===== config.mk =====
export PLATFORM = sky130hd
export DESIGN_NAME = sliding_window_send_rate_limiter_core
export DESIGN_NICKNAME = d
export VERILOG_FILES = /design/src/rtl/core/swrl_pkg.sv /design/src/rtl/core/swrl_ram.sv /design/src/rtl/core/swrl_ctrl.sv /design/src/rtl/core/swrl_datapath.sv /design/src/rtl/core/sliding_window_send_rate_limiter_core.sv
export SDC_FILE = /design/constraint.sdc
export NUM_CORES = 1
export LEC_CHECK = 0
export ABC_AREA = 1
export BUFFER_PORTS_ARGS = -buffer_cell sky130_fd_sc_hd__clkbuf_2
export CAP_MARGIN = 20
export CORE_MARGIN = 5
export CORE_UTILIZATION = 40
export CTS_CLUSTER_DIAMETER = 150
export DETAILED_ROUTE_END_ITERATION = 8
export GPL_TIMING_DRIVEN = 0
export PLACE_DENSITY = 0.64
export SLEW_MARGIN = 20
export SYNTH_ARGS = -nofsm -noshare
export SYNTH_HDL_FRONTEND = slang
export SYNTH_SLANG_ARGS = --single-unit
export TNS_END_PERCENT = 30

===== constraint.sdc =====
create_clock -name clk -period 7.7 [get_ports clk]
set_clock_uncertainty 0.1 [all_clocks]
set_input_delay 0.77 -clock clk [delete_from_list [all_inputs] [get_ports clk]]
set_output_delay 0.77 -clock clk [all_outputs]
set_load 0.005 [all_outputs]

===== src/rtl/core/swrl_pkg.sv =====
`timescale 1ns / 1ps
package swrl_pkg;

	localparam int SWRL_HISTORY_DEPTH = 8;
	localparam int BYTES_W = 17;
	localparam int TIME_W = 32;
	localparam int PAYLOAD_W = 16;
	localparam int CFG_IDX_W = 1;
	localparam logic [BYTES_W-1:0] HEADER_BYTES = 17'd34;

	// register indexes on the configuration port
	localparam logic [CFG_IDX_W-1:0] CFG_MIN_INTERVAL = 1'b0;
	localparam logic [CFG_IDX_W-1:0] CFG_MAX_RATE = 1'b1;

	// item operation codes
	localparam logic OP_QUERY = 1'b0;
	localparam logic OP_RECORD = 1'b1;

	typedef struct packed {
		logic capture;
		logic write_rec;
		logic scan_clear;
		logic scan_read;
		logic div_start;
		logic div_step;
		logic out_load;
	} swrl_cmd_t;

	typedef struct packed {
		logic is_record;
		logic bypass;
		logic scan_last;
		logic div_last;
		logic out_free;
	} swrl_status_t;

endpackage


===== src/rtl/core/swrl_ram.sv =====
`timescale 1ns / 1ps
module swrl_ram #(
	parameter int WIDTH = 8,
	parameter int DEPTH = 8
) (
	input  logic                     clk,
	input  logic                     we,
	input  logic [$clog2(DEPTH)-1:0] waddr,
	input  logic [WIDTH-1:0]         wdata,
	input  logic [$clog2(DEPTH)-1:0] raddr,
	output logic [WIDTH-1:0]         rdata
);

	logic [WIDTH-1:0] mem [DEPTH];

	always_ff @(posedge clk) begin
		if (we) begin
			mem[waddr] <= wdata;
		end
		rdata <= mem[raddr];
	end

endmodule


===== src/rtl/core/swrl_ctrl.sv =====
`timescale 1ns / 1ps
module swrl_ctrl (
	input  logic                  clk,
	input  logic                  arst_n,
	input  logic                  in_valid,
	output logic                  in_stall,
	input  swrl_pkg::swrl_status_t status,
	output swrl_pkg::swrl_cmd_t    cmd
);

	import swrl_pkg::*;

	typedef enum logic [6:0] {
		ST_IDLE   = 7'b0000001,
		ST_EXEC   = 7'b0000010,
		ST_SCAN   = 7'b0000100,
		ST_DRAIN  = 7'b0001000,
		ST_DSTART = 7'b0010000,
		ST_DIV    = 7'b0100000,
		ST_DONE   = 7'b1000000
	} state_t;

	state_t state_q, state_d;

	always_ff @(posedge clk or negedge arst_n) begin
		if (!arst_n) begin
			state_q <= ST_IDLE;
		end else begin
			state_q <= state_d;
		end
	end

	assign in_stall = (state_q != ST_IDLE);

	always_comb begin
		state_d = state_q;
		cmd = '0;
		case (state_q)
			ST_IDLE: begin
				if (in_valid) begin
					cmd.capture = 1'b1;
					state_d = ST_EXEC;
				end
			end
			ST_EXEC: begin
				if (status.is_record) begin
					cmd.write_rec = 1'b1;
					state_d = ST_IDLE;
				end else if (status.bypass) begin
					state_d = ST_DONE;
				end else begin
					cmd.scan_clear = 1'b1;
					state_d = ST_SCAN;
				end
			end
			ST_SCAN: begin
				cmd.scan_read = 1'b1;
				if (status.scan_last) begin
					state_d = ST_DRAIN;
				end
			end
			// last slot read lands in the accumulators here
			ST_DRAIN: begin
				state_d = ST_DSTART;
			end
			ST_DSTART: begin
				cmd.div_start = 1'b1;
				state_d = ST_DIV;
			end
			ST_DIV: begin
				cmd.div_step = 1'b1;
				if (status.div_last) begin
					state_d = ST_DONE;
				end
			end
			ST_DONE: begin
				if (status.out_free) begin
					cmd.out_load = 1'b1;
					state_d = ST_IDLE;
				end
			end
			default: begin
				state_d = ST_IDLE;
			end
		endcase
	end

endmodule


===== src/rtl/core/swrl_datapath.sv =====
`timescale 1ns / 1ps
module swrl_datapath #(
	parameter int HISTORY_DEPTH = swrl_pkg::SWRL_HISTORY_DEPTH
) (
	input  logic                                clk,
	input  logic                                arst_n,
	input  logic                                cfg_valid,
	input  logic [swrl_pkg::CFG_IDX_W-1:0]      cfg_index,
	input  logic [31:0]                         cfg_data,
	input  logic                                operation,
	input  logic [swrl_pkg::TIME_W-1:0]         now_time,
	input  logic [swrl_pkg::PAYLOAD_W-1:0]      packet_bytes,
	input  logic                                out_stall,
	output logic                                out_valid,
	output logic                                send_allowed,
	output logic [31:0]                         average_rate,
	input  swrl_pkg::swrl_cmd_t                 cmd,
	output swrl_pkg::swrl_status_t              status
);

	import swrl_pkg::*;

	localparam int AW = $clog2(HISTORY_DEPTH);
	localparam int TOTAL_W = BYTES_W + $clog2(HISTORY_DEPTH);
	localparam int DCW = $clog2(TOTAL_W);
	localparam int RAM_W = BYTES_W + TIME_W;

	logic [31:0]          min_interval_q, max_rate_q;
	logic                 operation_q;
	logic [TIME_W-1:0]    now_q;
	logic [PAYLOAD_W-1:0] bytes_q;
	logic [AW-1:0]        slot_q, scan_cnt_q;
	logic [HISTORY_DEPTH-1:0] valid_q;
	logic                 rd_en_s1, rd_valid_s1;
	logic [RAM_W-1:0]     rd_data, wr_data;
	logic [BYTES_W-1:0]   rd_bytes;
	logic [TIME_W-1:0]    rd_time;
	logic [TOTAL_W-1:0]   total_q, dq_q;
	logic [TIME_W-1:0]    oldest_q, newest_q, divisor_q, rem_q, delta;
	logic [DCW-1:0]       div_cnt_q;
	logic                 interval_ok_q;
	logic [32:0]          rem_shift;
	logic                 rem_ge;
	logic                 bypass, rate_over;
	logic                 out_valid_q, send_allowed_q;
	logic [31:0]          average_rate_q;

	// configuration registers
	always_ff @(posedge clk or negedge arst_n) begin
		if (!arst_n) begin
			min_interval_q <= '0;
			max_rate_q <= '0;
		end else if (cfg_valid) begin
			case (cfg_index)
				CFG_MIN_INTERVAL: min_interval_q <= cfg_data;
				CFG_MAX_RATE:     max_rate_q <= cfg_data;
				default: ;
			endcase
		end
	end

	assign bypass = (min_interval_q == '0) && (max_rate_q == '0);

	// captured item
	always_ff @(posedge clk) begin
		if (cmd.capture) begin
			operation_q <= operation;
			now_q <= now_time;
			bytes_q <= packet_bytes;
		end
	end

	// history ring: one ram for size and time, valid bits in flops
	assign wr_data = {BYTES_W'(bytes_q) + HEADER_BYTES, now_q};

	swrl_ram #(
		.WIDTH(RAM_W),
		.DEPTH(HISTORY_DEPTH)
	) u_hist (
		.clk  (clk),
		.we   (cmd.write_rec),
		.waddr(slot_q),
		.wdata(wr_data),
		.raddr(scan_cnt_q),
		.rdata(rd_data)
	);

	always_ff @(posedge clk or negedge arst_n) begin
		if (!arst_n) begin
			slot_q <= '0;
			valid_q <= '0;
			scan_cnt_q <= '0;
			rd_en_s1 <= 1'b0;
			rd_valid_s1 <= 1'b0;
		end else begin
			if (cmd.write_rec) begin
				valid_q[slot_q] <= 1'b1;
				slot_q <= (slot_q == AW'(HISTORY_DEPTH - 1)) ? '0 : slot_q + 1'b1;
			end
			if (cmd.scan_clear) begin
				scan_cnt_q <= '0;
			end else if (cmd.scan_read) begin
				scan_cnt_q <= scan_cnt_q + 1'b1;
			end
			rd_en_s1 <= cmd.scan_read;
			rd_valid_s1 <= valid_q[scan_cnt_q];
		end
	end

	// a slot never written reads as empty
	assign rd_bytes = rd_valid_s1 ? rd_data[TIME_W +: BYTES_W] : '0;
	assign rd_time = rd_valid_s1 ? rd_data[TIME_W-1:0] : '0;

	// window sum and oldest/newest times
	always_ff @(posedge clk) begin
		if (cmd.scan_clear) begin
			total_q <= '0;
			oldest_q <= now_q;
			newest_q <= '0;
		end else if (rd_en_s1) begin
			total_q <= total_q + TOTAL_W'(rd_bytes);
			if (rd_time != '0) begin
				if (rd_time < oldest_q) begin
					oldest_q <= rd_time;
				end
				if (rd_time > newest_q) begin
					newest_q <= rd_time;
				end
			end
		end
	end

	// restoring divider, one quotient bit a cycle
	assign delta = now_q - oldest_q;
	assign rem_shift = {rem_q, dq_q[TOTAL_W-1]};
	assign rem_ge = rem_shift >= {1'b0, divisor_q};

	always_ff @(posedge clk) begin
		if (cmd.div_start) begin
			divisor_q <= (delta == '0) ? TIME_W'(1) : delta;
			rem_q <= '0;
			dq_q <= total_q;
			div_cnt_q <= '0;
			interval_ok_q <= ((now_q - newest_q) >= min_interval_q);
		end else if (cmd.div_step) begin
			rem_q <= rem_ge ? TIME_W'(rem_shift - {1'b0, divisor_q}) : rem_shift[TIME_W-1:0];
			dq_q <= {dq_q[TOTAL_W-2:0], rem_ge};
			div_cnt_q <= div_cnt_q + 1'b1;
		end
	end

	// result register
	assign rate_over = (max_rate_q != '0) && (32'(dq_q) > max_rate_q);

	always_ff @(posedge clk or negedge arst_n) begin
		if (!arst_n) begin
			out_valid_q <= 1'b0;
		end else if (cmd.out_load) begin
			out_valid_q <= 1'b1;
		end else if (!out_stall) begin
			out_valid_q <= 1'b0;
		end
	end

	always_ff @(posedge clk) begin
		if (cmd.out_load) begin
			send_allowed_q <= bypass | (interval_ok_q & ~rate_over);
			average_rate_q <= bypass ? '0 : 32'(dq_q);
		end
	end

	assign out_valid = out_valid_q;
	assign send_allowed = send_allowed_q;
	assign average_rate = average_rate_q;

	assign status.is_record = (operation_q == OP_RECORD);
	assign status.bypass = bypass;
	assign status.scan_last = (scan_cnt_q == AW'(HISTORY_DEPTH - 1));
	assign status.div_last = (div_cnt_q == DCW'(TOTAL_W - 1));
	assign status.out_free = ~out_valid_q | ~out_stall;

endmodule


===== src/rtl/core/sliding_window_send_rate_limiter_core.sv =====
`timescale 1ns / 1ps
// channel   direction  handshake                  beat
// in        input      in_valid / in_stall        operation, now_time, packet_bytes
// out       output     out_valid / out_stall      send_allowed, average_rate
// cfg       input      cfg_valid / cfg_ready      cfg_index, cfg_data
//
// a record is captured, then written to the ring; a query is captured, then
// scans the ring with one ram read per slot and divides the window sum by the time since
// the oldest record, one quotient bit a cycle; both are skipped when both limits are zero
// reset clears the limits, the slot index and the slot valid bits; no clearing pass
// a finished result waits in the output register while the next item is taken
module sliding_window_send_rate_limiter_core #(
	parameter int HISTORY_DEPTH = swrl_pkg::SWRL_HISTORY_DEPTH
) (
	input  logic                           clk,
	input  logic                           arst_n,
	input  logic                           in_valid,
	output logic                           in_stall,
	input  logic                           operation,
	input  logic [swrl_pkg::TIME_W-1:0]    now_time,
	input  logic [swrl_pkg::PAYLOAD_W-1:0] packet_bytes,
	output logic                           out_valid,
	input  logic                           out_stall,
	output logic                           send_allowed,
	output logic [31:0]                    average_rate,
	input  logic                           cfg_valid,
	output logic                           cfg_ready,
	input  logic [swrl_pkg::CFG_IDX_W-1:0] cfg_index,
	input  logic [31:0]                    cfg_data
);

	import swrl_pkg::*;

	swrl_cmd_t    cmd;
	swrl_status_t status;

	assign cfg_ready = 1'b1;

	swrl_ctrl u_ctrl (
		.clk     (clk),
		.arst_n  (arst_n),
		.in_valid(in_valid),
		.in_stall(in_stall),
		.status  (status),
		.cmd     (cmd)
	);

	swrl_datapath #(
		.HISTORY_DEPTH(HISTORY_DEPTH)
	) u_dp (
		.clk         (clk),
		.arst_n      (arst_n),
		.cfg_valid   (cfg_valid & cfg_ready),
		.cfg_index   (cfg_index),
		.cfg_data    (cfg_data),
		.operation   (operation),
		.now_time    (now_time),
		.packet_bytes(packet_bytes),
		.out_stall   (out_stall),
		.out_valid   (out_valid),
		.send_allowed(send_allowed),
		.average_rate(average_rate),
		.cmd         (cmd),
		.status      (status)
	);

endmodule

==> metrics, run 1 <==
post_cts resized=0; highest-delay cell along the critical path=edfxtp_1; Hold Crit Class=in -> async; count of unique library cells instantiated by Yosys=53; Initial Util=40.1%; antenna cells=0; cell row count=115; RSZ-0062 raised after global routing=false; Routed Wire Length=109 mm; CTS H-tree depth=3; Die Y=323 µm; Worst setup EP type=flop; Max-slew headroom=21.0%; area of the multi-input gates=15200 µm²; largest net degree at the start of global routing=89; vias post-DR=30515; Critical Path Start=u_dp.now_q[0]; Post-synth EDFFs=547; crit-path leading delay family=simple AND/OR/NAND/NOR gates; TritonCTS Buffers=80; most frequent cells in the layout=800 x nand2_1, 614 x nor2_1, 558 x inv_1; routed vias/inst=5.15; kind of critical path=reg -> reg; Mapped Cells=4344; Final Max Slew Viols=0; Post-synth ARST share=11.4%; Setup Total Neg Slack=0 ns; Clock Sink Count=773; DRC viols=0; DP HPWL=83.8 mm; Port Buffer Count=109; final setup violation count=0; Worst path max stage delay=0.59 ns; Most used DFF post-synth=edfxtp_1; CP bufs+invs=3; Worst path depth=17; initial antenna violation count=1; Synth Register Bits=773; R2R depth=17; Critical Path, Cell by Cell=inv_1 -> ha_1 -> inv_1 -> fa_1 -> nand3_1 -> nand2_1 -> a21oi_1 -> inv_1 -> a21oi_1 -> nor2_1 -> nor2_1 -> xnor2_1 -> ha_1 -> nand4_1 -> nor4_1 -> nand4_1 -> nand4_1; Sequential Area=21400 µm²; PD cells=366 nW/µm²; Max VDD drop=0.000210 V; final cell utilization of the core=45.6%; sequential cell area fraction in the yosys report=54.4%; Final Critical Period=3.94 ns; Tot GR Track Use=20.5%; Clock transition at path regs=0.07 ns; worst slew pin tran=1.18 ns; P&R area growth vs syn=13.7%; final hold violation count=0; layout cell share with drive strength beyond 1=7.16%; # Post-CTS Setup Buffers=0; clock latency on the worst-skew pair=0.64 ns; global placer's final weighted congestion=0.928; GRT overflow=0; max-cap violations=0; initial DRC count=2649; yosys warns=0; ANT nets after route=0; die width=323 µm; Avg WL per Cell=18.4 µm; Placeable Area=98000 µm²; RR Startpoint=u_dp.now_q[0]; num ports=123; most common cell after layout, fill and taps aside=nand2_1; vias in the first global route=29235; Final nets=4890; TritonCTS clock tree=built; Mapped Area=39300 µm²; Filler Cells Inserted=9338; CTS Buffer Depth=3; FMAX=0.254 GHz; DIE AREA=105000 µm²; Crit path required time=8.09 ns; DR pass1 iterations=7; post-route clock period utilization=51.2%; CP Max Fanout=10; CTS Hold Bufs=0; CP startpoint kind=flop; status=complete, no violations; syn avg cell area=9.05 µm²; Leak=19.2 nW; WP data arrival=4.34 ns; CTS Root Cell=clkbuf_16; first-pass GRT wire length=167 mm
state kept, by name, indices dropped and copies added, names as in the netlist, 32 cells and up:
register / count
u_dp.oldest_q: 32
u_dp.newest_q: 32
u_dp.max_rate_q: 32
u_dp.u_hist.mem: 392
u_dp.divisor_q: 32
u_dp.min_interval_q: 32
u_dp.now_q: 32
u_dp.u_hist.rdata: 49
u_dp.rem_q: 32
cells by family after synthesis:
| logic type | count (synthesis) | synth area share [%] |
|---|---|---|
| and+or+nand+nor | 1752 | 18.3 |
| AOI/OAI and AO/OA | 786 | 10.7 |
| DFF | 773 | 54.4 |
| buffers and inverters | 712 | 7.17 |
| adders and majority gates | 236 | 7.59 |
| xor gates and xnor gates | 83 | 1.85 |
| other | 2 | 0.0191 |
through the flow:
stage | hold slack [ns] | area (µm²) | setup WS, ns | total power [W] | cells
after detailed placement | 0.348 | 42000 | 3.75 | 0.0125 | 5772
after CTS | 0.0585 | 44700 | 3.73 | 0.0164 | 5922
after global routing | 0.0854 | 44700 | 3.24 | 0.0175 | 5922
after floorplan | 0.328 | 39400 | 3.97 | 0.0103 | 4355
after global placement | 0.346 | 41500 | 2.04 | 0.0123 | 5751
final | 0.0593 | 44700 | 3.76 | 0.0164 | 5922
final cells by class:
class | instances | area share [%]
clock inverter | 36 | 0.876
timing repair buffer | 130 | 2.27
tap | 1287 | 3.60
inverter | 561 | 4.72
clock buffer | 114 | 5.02
buffer | 151 | 1.59
sequential | 773 | 47.9
multi-input combinational | 2870 | 34.0
layer usage:
layer	vias up	share of wire, %	global-route usage [%]
li1	15017	-	-
met2	938	47	34.1
met5	-	0	0
met3	153	6.3	2.51
met4	0	2.4	5.28
met1	14407	45	28.6
cell usage after synthesis, types with 61 or more instances:
master	number	area share, %
clkbuf_1	87	0.83
a31oi_1	61	0.97
nand2_1	801	7.6
dfrtp_1	87	5.5
inv_1	558	5.3
o21ai_0	428	5.4
dfxtp_1	138	7.0
a21oi_1	195	2.5
nor2_1	624	6.0
nand3_1	172	2.2
edfxtp_1	547	42
ha_1	232	7.4
power breakdown:
| part | leakage, nW | internal (W) | switching (W) |
|---|---|---|---|
| combinational | 10.8 | 0.00228 | 0.00447 |
| sequential | 7.19 | 0.00525 | 0.000508 |
| clock | 1.28 | 0.00220 | 0.00166 |
worst paths after layout:
kind                                 endpoint  slack [ns]
setup / recovery           u_dp.interval_ok_q        3.76
hold / removal             u_dp.max_rate_q[0]        0.06
setup reg to reg           u_dp.interval_ok_q        3.76
hold reg to reg               u_dp.valid_q[6]        0.37
max in group asynchronous   u_ctrl.state_q[0]        7.04
min in group clk               u_dp.now_q[24]        0.20
(Power assumes the default switching activity.)
==> inputs of run 2 (changes only) <==
==> constraint.sdc (replaced) <==
create_clock -name clk -period 3.8 [get_ports clk]
set_clock_uncertainty 0.1 [all_clocks]
set_input_delay 0.38 -clock clk [delete_from_list [all_inputs] [get_ports clk]]
set_output_delay 0.38 -clock clk [all_outputs]
set_load 0.005 [all_outputs]
==> run 2 against run 1 <==
  * Setup slack worse by 3.4 ns
  * Via count up 1.8%
  * Fmax up 13%
  * Flip-flop and latch count unchanged
  * Global-route usage up 0.26 points
  * Highest routed layer unchanged
  * Critical path type unchanged
  * Sequential power up 98%
  * Design area up 3.1%
  * First-iteration DRC count up 6.5%
==> metrics, run 2 (same netlist as run 1, synthesis figures left out) <==
Placeable Area=98000 µm² (unchanged); WL met2=51.9 mm (+2.0%); Tot GR Track Use=20.7% (+0.26 points); initial antenna violation count=2 (+1); CTS H-tree depth=3 (unchanged); max-cap violations=0 (unchanged); DR pass1 iterations=5 (-2); Critical Path, Cell by Cell=inv_2 -> ha_1 -> inv_1 -> fa_1 -> nand3_1 -> nand2_2 -> nand3_1 -> nand2_1 -> nand3_1 -> nand3_2 -> a31oi_2 -> xor2_1 -> ha_1 -> nand4_1 -> inv_1 -> nand2_1 -> nor4_4 -> nand4_1 -> nand4_1; antenna cells=0 (unchanged); crit-path leading delay family=simple AND/OR/NAND/NOR gates; RSZ-0062 raised after global routing=false; crit path capture=u_dp.interval_ok_q; CP Max Fanout=4 (-6); FMAX=0.287 GHz (+13%); DIE AREA=105000 µm² (unchanged); num ports=123 (unchanged); met3 routed WL=6.94 mm (+1.3%); TritonCTS Buffers=80 (unchanged); global placer's final weighted congestion=0.928 (unchanged); Final nets=5014 (+2.5%); CTS Root Cell=clkbuf_16; highest-delay cell along the critical path=edfxtp_1; Worst path max stage delay=0.49 ns (-0.10 ns); P&R area growth vs syn=17.2%; vias in the first global route=29744 (+1.7%); most frequent cells in the layout=799 x nand2_1, 614 x nor2_1, 557 x inv_1; R2R Setup Slk=0.31 ns (-3.44 ns); Critical Path Start=u_dp.now_q[0]; final total power=0.0336 W (+110%); first-pass GRT wire length=170 mm (+1.4%); RR Startpoint=u_dp.now_q[0]; initial DRC count=2822 (+6.5%); Leak=19.9 nW (+3.3%); status=complete, no violations; kind of critical path=reg -> reg; Max-slew headroom=25.7% (+4.7 points); final hold violation count=0 (unchanged); CTS Buffer Depth=3 (unchanged); Largest register FFs=392 (unchanged); most common cell after layout, fill and taps aside=nand2_1; Clock Sink Count=773 (unchanged); layout cell share with drive strength beyond 1=8.01% (+0.84 points); DRC viols=0 (unchanged); worst slew pin tran=1.11 ns (-0.0703 ns); Largest Register=u_dp.u_hist.mem; reg2reg end=u_dp.interval_ok_q; Max VDD drop=0.000427 V (+100%); Port Buffer Count=109 (unchanged); GRT overflow=0 (unchanged); Worst path depth=19 (+2); worst hold start=cfg_index; cell row count=115 (unchanged); CP startpoint kind=flop; Crit path required time=4.06 ns (-4.03 ns); Hold Crit Class=in -> reg; Final Max Slew Viols=0 (unchanged); CP bufs+invs=3 (unchanged); DP HPWL=83.8 mm (unchanged); PD cells=729 nW/µm² (+99%); largest net degree at the start of global routing=89 (unchanged); DP Cell Count=5772 (unchanged); vias post-DR=31061 (+1.8%); M1 WL=49.2 mm (+1.4%); Initial Util=40.1% (unchanged); Avg WL per Cell=18.3 µm (-0.45%); clock latency on the worst-skew pair=0.64 ns (about the same); TritonCTS clock tree=built; Final Critical Period=3.49 ns (-0.458 ns); Routed Wire Length=111 mm (+1.6%); final setup violation count=0 (unchanged); post-route clock period utilization=91.7% (+41 points); R2R depth=19 (+2); Setup Total Neg Slack=0 ns (unchanged); WP data arrival=3.75 ns (-0.59 ns); Worst setup EP type=flop; top sig layer=met4; die width=323 µm (unchanged); Die Y=323 µm (unchanged); ANT nets after route=0 (unchanged); Clock transition at path regs=0.06 ns (about the same); Finished Layout Cells=6046 (+2.1%); Top Registers=u_dp.u_hist.mem (392), u_dp.u_hist.rdata (49); routed vias/inst=5.14 (-0.30%)
run 2: cell types whose count changed in the layout (fill, tap and decap cells not counted), moves of 3 or more:
cell / before / now
dlygate4sd3_1: 0 / 84
a21oi_2: 1 / 4
buf_12: 14 / 31
buf_4: 19 / 42
a21oi_1: 195 / 191
run 2: area by class of cell:
type	instances	area [µm²]
Buffer	151	712
Clock buffer	114	2240
Clock inverter	36	392
Fill cell	9206	51900
Inverter	561	2110
Multi-Input combinational cell	2870	15300
Sequential cell	773	21400
Tap cell	1287	1610
Timing Repair Buffer	254	2370
run 2: per-layer routing:
layer | track usage, % | vias up
met5 | 0 | -
met4 | 5.22 | 0
met3 | 2.51 | 165
met2 | 34.7 | 989
met1 | 28.9 | 14633
li1 | - | 15274
run 2: worst min-delay path by stage:
stage | endpoint | slack (ns) | depth (start not counted)
finish | u_dp.max_rate_q[31] | 0.22 | 4
floorplan | u_ctrl.state_q[1] | -0.02 | 0
global placement | u_dp.valid_q[3] | 0.35 | 1
global route | u_dp.max_rate_q[0] | 0.27 | 3
detailed placement | u_dp.valid_q[7] | 0.35 | 1
CTS | u_dp.min_interval_q[0] | 0.18 | 4
run 2: per-stage QoR:
stage          utilization, %  instance area [µm²]  setup slack, ns  hold WS, ns
5_1_grt                  47.0                46100          0.00249        0.267
6_report                 47.0                46100            0.315        0.225
3_3_place_gp             42.4                41500            -1.86        0.346
4_1_cts                  46.5                45600           0.0511        0.180
2_1_floorplan               -                39400           0.0656      -0.0156
3_5_place_dp             42.9                42000           -0.150        0.348
run 2: timing repair:
item / CTS / global route
gates resized for setup: 1 / 10
setup buffers: 7 / 33
pin swaps: 0 / 2
endpoints found under the setup margin: 1 / 1
hold buffers: 84 / 0
endpoints found under the hold margin: 202 / 0
run 2: worst register-to-register path, delay by kind of cell (launching register included):
family	cells	cell delay, ns
adders and majority gates	3	0.82
and+or+nand+nor	11	1.13
buffers and inverters	3	0.23
xor gates and xnor gates	1	0.22
DFF	1	0.49
AOI/OAI and AO/OA	1	0.23
run 2: power breakdown:
part	switching (W)	leakage [nW]	internal, W
Sequential	0.000739	7.19	0.0106
Clock	0.00336	1.28	0.00445
Combinational	0.00951	11.4	0.00490
Total	0.0136	19.9	0.0200
